File: config.mk
export PLATFORM = sky130hd
export DESIGN_NAME = uart_baud_divisor_encoder
export DESIGN_NICKNAME = d
export VERILOG_FILES = /design/src/sv/ubde_pkg.sv /design/src/sv/ubde_cell.sv /design/src/sv/ubde_enc.sv /design/src/sv/uart_baud_divisor_encoder.sv
export SDC_FILE = /design/constraint.sdc
export NUM_CORES = 2
export LEC_CHECK = 0
export BUFFER_PORTS_ARGS = -buffer_cell sky130_fd_sc_hd__buf_2
export CAP_MARGIN = 10
export CORE_ASPECT_RATIO = 0.75
export CORE_UTILIZATION = 45
export DETAILED_ROUTE_END_ITERATION = 12
export PLACE_DENSITY_LB_ADDON = 0.3
export SYNTH_ARGS = -nofsm -noshare
export SYNTH_HDL_FRONTEND = slang
export SYNTH_SLANG_ARGS = --single-unit
File: constraint.sdc
create_clock -name clk -period 13.9 [get_ports clk]
set_input_delay 1.39 -clock clk [delete_from_list [all_inputs] [get_ports clk]]
set_output_delay 1.39 -clock clk [all_outputs]
set_load 0.05 [all_outputs]
File: src/sv/ubde_pkg.sv
package ubde_pkg;

  // field and datapath widths
  localparam int RATE_W = 24;
  localparam int DVD_W  = 27;  // 12 MHz * 8 fits in 27 bits
  localparam int REM_W  = RATE_W;
  localparam int NCELL  = DVD_W;  // one quotient bit per cell
  localparam int KIND_W = 3;
  localparam int ADDR_W = 3;
  localparam int DATA_W = 32;
  localparam int VAL_W  = 16;
  localparam int INT_W  = 14;
  localparam int DIVC_W = 17;

  localparam logic [RATE_W-1:0] MIN_RATE  = 24'd300;
  localparam logic [DVD_W-1:0]  DIV_CLAMP = 27'h1FFF8;
  localparam logic [DVD_W-1:0]  DIV_ONE   = 27'd8;

  // register index (word address bit)
  localparam logic REG_CHIP_KIND = 1'b0;

  // chip kind codes
  localparam logic [KIND_W-1:0] KIND_12MHZ  = 3'd2;
  localparam logic [KIND_W-1:0] KIND_6MHZ_A = 3'd3;
  localparam logic [KIND_W-1:0] KIND_6MHZ_B = 3'd4;

  // word carried down the divider chain
  typedef struct packed {
    logic [REM_W-1:0]  rem;
    logic [DVD_W-1:0]  dvd;
    logic [RATE_W-1:0] dsr;
    logic [DVD_W-1:0]  quo;
    logic              bad;
  } ubde_div_t;

  // base clock times eight
  function automatic logic [DVD_W-1:0] base_x8(input logic [KIND_W-1:0] kind);
    logic [DVD_W-1:0] r;
    case (kind)
      KIND_12MHZ:  r = 27'd96000000;
      KIND_6MHZ_A: r = 27'd48000000;
      KIND_6MHZ_B: r = 27'd48000000;
      default:     r = 27'd24000000;
    endcase
    return r;
  endfunction

  // highest legal rate: base clock / 2
  function automatic logic [RATE_W-1:0] max_rate(input logic [KIND_W-1:0] kind);
    logic [RATE_W-1:0] r;
    case (kind)
      KIND_12MHZ:  r = 24'd6000000;
      KIND_6MHZ_A: r = 24'd3000000;
      KIND_6MHZ_B: r = 24'd3000000;
      default:     r = 24'd1500000;
    endcase
    return r;
  endfunction

  // fraction (eighths) to code
  function automatic logic [2:0] frac_code(input logic [2:0] f);
    logic [2:0] c;
    case (f)
      3'd0:    c = 3'd0;
      3'd1:    c = 3'd3;
      3'd2:    c = 3'd2;
      3'd3:    c = 3'd4;
      3'd4:    c = 3'd1;
      3'd5:    c = 3'd5;
      3'd6:    c = 3'd6;
      3'd7:    c = 3'd7;
      default: c = 3'd0;
    endcase
    return c;
  endfunction

endpackage

File: src/sv/ubde_cell.sv
module ubde_cell (
  input  logic                clk,
  input  logic                rst,
  input  logic                up_valid,
  output logic                up_ready,
  input  ubde_pkg::ubde_div_t up_data,
  output logic                dn_valid,
  input  logic                dn_ready,
  output ubde_pkg::ubde_div_t dn_data
);
  import ubde_pkg::*;

  logic              adv;
  logic [REM_W:0]    shifted;
  logic [REM_W+1:0]  diff;
  logic              qbit;
  ubde_div_t         step;

  // stage moves when its register is empty or drains
  assign adv      = !dn_valid || dn_ready;
  assign up_ready = adv;

  // one restoring division step
  always_comb begin
    shifted  = {up_data.rem, up_data.dvd[DVD_W-1]};
    diff     = {1'b0, shifted} - {2'b00, up_data.dsr};
    qbit     = !diff[REM_W+1];
    step     = up_data;
    step.rem = qbit ? diff[REM_W-1:0] : shifted[REM_W-1:0];
    step.dvd = {up_data.dvd[DVD_W-2:0], 1'b0};
    step.quo = {up_data.quo[DVD_W-2:0], qbit};
  end

  always_ff @(posedge clk) begin
    if (rst) begin
      dn_valid <= 1'b0;
    end else if (adv) begin
      dn_valid <= up_valid;
    end
  end

  always_ff @(posedge clk) begin
    if (adv && up_valid) begin
      dn_data <= step;
    end
  end

endmodule

File: src/sv/ubde_enc.sv
module ubde_enc (
  input  logic                clk,
  input  logic                rst,
  input  logic                up_valid,
  output logic                up_ready,
  input  ubde_pkg::ubde_div_t up_data,
  output logic                out_valid,
  input  logic                out_ready,
  output logic [15:0]         divisor_value,
  output logic                divisor_index,
  output logic                status
);
  import ubde_pkg::*;

  logic              adv;
  logic [DIVC_W-1:0] div_c;
  logic [DIVC_W-1:0] enc;
  logic [VAL_W-1:0]  val_next;
  logic              idx_next;

  assign adv      = !out_valid || out_ready;
  assign up_ready = adv;

  // clamp, split and encode the quotient
  always_comb begin
    div_c = (up_data.quo > DIV_CLAMP) ? DIV_CLAMP[DIVC_W-1:0] : up_data.quo[DIVC_W-1:0];
    enc   = {frac_code(div_c[2:0]), div_c[DIVC_W-1:3]};
    if (up_data.bad || up_data.quo < DIV_ONE) begin
      val_next = '0;
      idx_next = 1'b0;
    end else if (up_data.quo == DIV_ONE) begin
      val_next = VAL_W'(1);
      idx_next = 1'b0;
    end else begin
      val_next = enc[VAL_W-1:0];
      idx_next = enc[DIVC_W-1];
    end
  end

  always_ff @(posedge clk) begin
    if (rst) begin
      out_valid <= 1'b0;
    end else if (adv) begin
      out_valid <= up_valid;
    end
  end

  always_ff @(posedge clk) begin
    if (adv && up_valid) begin
      divisor_value <= val_next;
      divisor_index <= idx_next;
      status        <= up_data.bad;
    end
  end

endmodule

File: src/sv/uart_baud_divisor_encoder.sv
// channel  | direction | handshake           | payload
// cfg      | in        | psel/penable/pwrite | paddr, pwdata (chip_kind), prdata
// in       | in        | in_valid/in_ready   | baud_rate
// out      | out       | out_valid/out_ready | divisor_value, divisor_index, status
//
// The pipeline is 27 divider cells (one quotient bit each) and the output
// register. A new word is taken every cycle unless out_ready stalls the chain; throughput is one word per cycle.
// rst is synchronous and clears chip_kind and all valid flags.
// A stall on out_ready backs up stage by stage; empty stages keep taking words.
module uart_baud_divisor_encoder (
  input  logic                           clk,
  input  logic                           rst,
  input  logic                           psel,
  input  logic                           penable,
  input  logic                           pwrite,
  input  logic [ubde_pkg::ADDR_W-1:0]    paddr,
  input  logic [ubde_pkg::DATA_W-1:0]    pwdata,
  output logic [ubde_pkg::DATA_W-1:0]    prdata,
  output logic                           pready,
  input  logic                           in_valid,
  output logic                           in_ready,
  input  logic [ubde_pkg::RATE_W-1:0]    baud_rate,
  output logic                           out_valid,
  input  logic                           out_ready,
  output logic [15:0]                    divisor_value,
  output logic                           divisor_index,
  output logic                           status
);
  import ubde_pkg::*;

  logic [KIND_W-1:0] chip_kind;
  logic              reg_sel;
  ubde_div_t         head;
  ubde_div_t         s_data  [0:NCELL];
  logic              s_valid [0:NCELL];
  logic              s_ready [0:NCELL];

  // config register
  assign pready  = 1'b1;
  assign reg_sel = (paddr[2] == REG_CHIP_KIND);
  assign prdata  = reg_sel ? {{(DATA_W-KIND_W){1'b0}}, chip_kind} : '0;

  always_ff @(posedge clk) begin
    if (rst) begin
      chip_kind <= '0;
    end else if (psel && penable && pwrite && pready && reg_sel) begin
      chip_kind <= pwdata[KIND_W-1:0];
    end
  end

  // range check and divider setup
  always_comb begin
    head.rem = '0;
    head.dvd = base_x8(chip_kind);
    head.dsr = baud_rate;
    head.quo = '0;
    head.bad = (baud_rate < MIN_RATE) || (baud_rate > max_rate(chip_kind));
  end

  assign s_data[0]  = head;
  assign s_valid[0] = in_valid;
  assign in_ready   = s_ready[0];

  // divider chain
  for (genvar i = 0; i < NCELL; i++) begin : g_cell
    ubde_cell u_cell (
      .clk      (clk),
      .rst      (rst),
      .up_valid (s_valid[i]),
      .up_ready (s_ready[i]),
      .up_data  (s_data[i]),
      .dn_valid (s_valid[i+1]),
      .dn_ready (s_ready[i+1]),
      .dn_data  (s_data[i+1])
    );
  end

  // encode and output register
  ubde_enc u_enc (
    .clk           (clk),
    .rst           (rst),
    .up_valid      (s_valid[NCELL]),
    .up_ready      (s_ready[NCELL]),
    .up_data       (s_data[NCELL]),
    .out_valid     (out_valid),
    .out_ready     (out_ready),
    .divisor_value (divisor_value),
    .divisor_index (divisor_index),
    .status        (status)
  );

endmodule

==> flow_summary.yaml <==
outcome:
  status: "complete, but fails checks"
  violations: "design-rule violations"
clocking:
  cts_made_buffers: 179
  htreeDepth: 4
  clk_latency_ns: 0.81
  tritoncts: "built"
  postCtsHoldBufs: 0
  cts.sinks: 1776
  cts-root-buf: "clkbuf_16"
  cts_resized: 0
  clk_pin_slew_ns: 0.06
  cts_max_path_buffers: 4
  post-cts-setup-buffer-count: 0
synthesis:
  yosysTopAreaCell: "edfxtp_1"
  synth_top_area_frac: 0.5819
  synth-warning-count: 0
  synth_seq_cells: 1776
  ys_types: 83
  syn_area_per_cell_um2: 12.01
  async_flop_share: 0
  synth_most_common_cell: "edfxtp_1"
  synth_area_mm2: 0.09005
  synthCells: 7496
  ys_top_cells_by_count: "edfxtp_1, inv_1, ha_1"
  synth_flop_cell: "edfxtp_1"
  netlist_top_cells_area: "edfxtp_1, ha_1, a21oi_1, inv_1, o21ai_0"
  seq_area_frac_synth: 0.5888
  synth_edf_count: 1745
timing:
  slew_viol_final: 0
  hold_violations: 0
  holdWs_ns: 0.3921
  fmax_mhz: 177.6
  setup_viol: 0
  max_slew_margin: 0.3227
  fin_crit_ns: 5.630
  clock_skew_ns: 0.03936
  tns_ns: 0
  rsz0062_at_grt: "false"
  timing.final.crit_share: 0.4050
  tightestPinTransition_ns: 1.013
placement:
  placed_area_mm2: 0.09382
  gp_congestion: 0.8920
  io_buffers: 57
  dp_hpwl_um: 129500
routing:
  firstDrtPassIters: 10
  first_iter_violations: 4118
  viasPerCell: 5.376
  met2_length_um: 79290
  route.detailed.drc: 18
  vias: 56220
  highest_layer: "met4"
  m1WireLength_um: 82870
  routed_wirelength_um: 175300
  wl_met3_um: 8832
  wl_per_cell_um: 16.76
  ant_nets: 0
grt:
  grt_overflow_total: 0
  antenna_found_initial: 6
  first_global_vias: 55830
  track_usage: 0.1733
  grt_max_degree: 76
  grt_pass1_wl_um: 288000
setup_path:
  worstReg2RegEnd: "g_cell[0].u_cell.dn_data[43]"
  critPathLaunch: "out_ready"
  cp_max_fo: 6
  reg2reg_depth: 10
  required_ns: 12.51
  end_kind: "primary output"
  worstSetupPathType: "primary input to primary output"
  timing.rr.start: "u_enc.out_valid"
  reg2reg_slack_ns: 9.08
  crit_arrival_ns: 4.24
  setup.worst_path.start_class: "primary input"
  critPathCapture: "in_ready"
floorplanning:
  die_h_um: 389.4
  initial_utilization: 0.4549
  fp-row-count: 141
  dieArea_mm2: 0.2019
  core-area_mm2: 0.1979
  die_w_um: 518.5
  io_pins: 119
finish:
  n_antenna_cell: 0
  fin_area_mm2: 0.09962
  areaGrowthSynthToFinish_pct: 10.63
  final_nets: 8404
  fill_cells: 16890
  layout-drive-gt1-share: 0.07590
hold_path:
  hold_path_class: "flip-flop to flip-flop"
flow_run:
  cap_viol_max_count: 0
pwr:
  leakage_nw: 38.21
  p_per_area_mw_per_mm2: 110.4
  peakVddDrop_mv: 0.1049
## cell usage in the layout, fill, tap and decap left out, drive strengths merged, types with 42 or more instances in the layout
cell type  Yosys  layout
nor2b        104     104
clkinv         0      64
a211oi        63      63
a21o         145     145
inv          780     785
xnor2        244     244
edfxtp      1745    1745
nand2b       121     121
nand3         92      92
ha           635     635
nor2         583     583
a31oi         48      48
buf           65     111
o21ai        500     500
o21bai        50      50
nor3         110     110
xor2         184     184
a21oi        591     591
or3           42      42
nand2        449     449
o21a         133     133
mux2         135     135
o31ai         49      49
clkbuf        84     215
## state kept, by name (all words and copies together), names as in the netlist
register	count
u_enc.divisor_index	1
u_enc.status	1
g_cell.u_cell.dn_valid	27
g_cell.u_cell.dn_data	1727
chip_kind	3
u_enc.out_valid	1
u_enc.divisor_value	16
## power breakdown
group / switching, mW / internal (mW)
registers: 0.0180 / 5.85
logic: 0.178 / 0.107
clock network: 2.01 / 2.84
total: 2.21 / 8.79
## critical path, stage by stage
cell     delay [ns]
buf_2          0.10
nor2b_1        0.36
and3_1         0.42
and3_1         0.50
nand2_1        0.24
nor4_1         0.39
nand2_1        0.12
nor3_1         0.26
nand4_1        0.17
buf_2          0.26
## per-stage QoR
step	setup slack [ns]	util	instances	power (mW)
floorplan	6.030	-	7535	6.193
global placement	7.945	0.4740	10140	6.246
detailed placement	7.898	0.4740	10140	6.256
CTS	8.194	0.5033	10460	11.13
global route	7.986	0.5033	10460	11.36
finish	8.270	0.5033	10460	11.00
## cells by family (layout without fill, tap and decap cells)
| kind of cell | after synthesis | count (layout) | synth area share |
|---|---|---|---|
| flops | 1776 | 1776 | 0.5888 |
| xor+xnor | 428 | 428 | 0.04163 |
| simple gates | 1692 | 1692 | 0.08757 |
| mux | 162 | 162 | 0.01988 |
| compound gates | 1847 | 1847 | 0.1278 |
| other cells | 2 | 41 | 0.00008340 |
| fa+ha+maj | 660 | 660 | 0.09379 |
| buf+inv | 929 | 1207 | 0.04041 |
## metal layers
layer | vias up | GRT usage
li1 | 27710 | -
met1 | 26960 | 0.2408
met2 | 1254 | 0.2815
met3 | 302 | 0.02624
met4 | 0 | 0.04898
met5 | - | 0
## layout make-up
| cell class | instances | area, µm² | share of cell area |
|---|---|---|---|
| Tap cell | 2645 | 3309 | 0.03322 |
| Sequential cell | 1776 | 53020 | 0.5322 |
| Timing Repair Buffer | 111 | 690.7 | 0.006933 |
| Multi-Input combinational cell | 4830 | 33870 | 0.3400 |
| Inverter | 780 | 2928 | 0.02939 |
| Clock inverter | 101 | 1120 | 0.01124 |
| Clock buffer | 215 | 4677 | 0.04695 |
## worst min-delay path by stage
stage,slack [ns],end,startpoint,cells after the start
floorplan,0.40,g_cell[10].u_cell.dn_data[0],g_cell[9].u_cell.dn_data[0],0
global placement,0.40,g_cell[15].u_cell.dn_data[0],g_cell[14].u_cell.dn_data[0],0
detailed placement,0.40,g_cell[12].u_cell.dn_data[74],g_cell[11].u_cell.dn_data[73],0
CTS,0.39,g_cell[25].u_cell.dn_data[6],g_cell[24].u_cell.dn_data[5],0
global route,0.40,g_cell[25].u_cell.dn_data[4],g_cell[24].u_cell.dn_data[3],0
finish,0.39,g_cell[25].u_cell.dn_data[6],g_cell[24].u_cell.dn_data[5],0
Power figures use the tool's default switching activity.
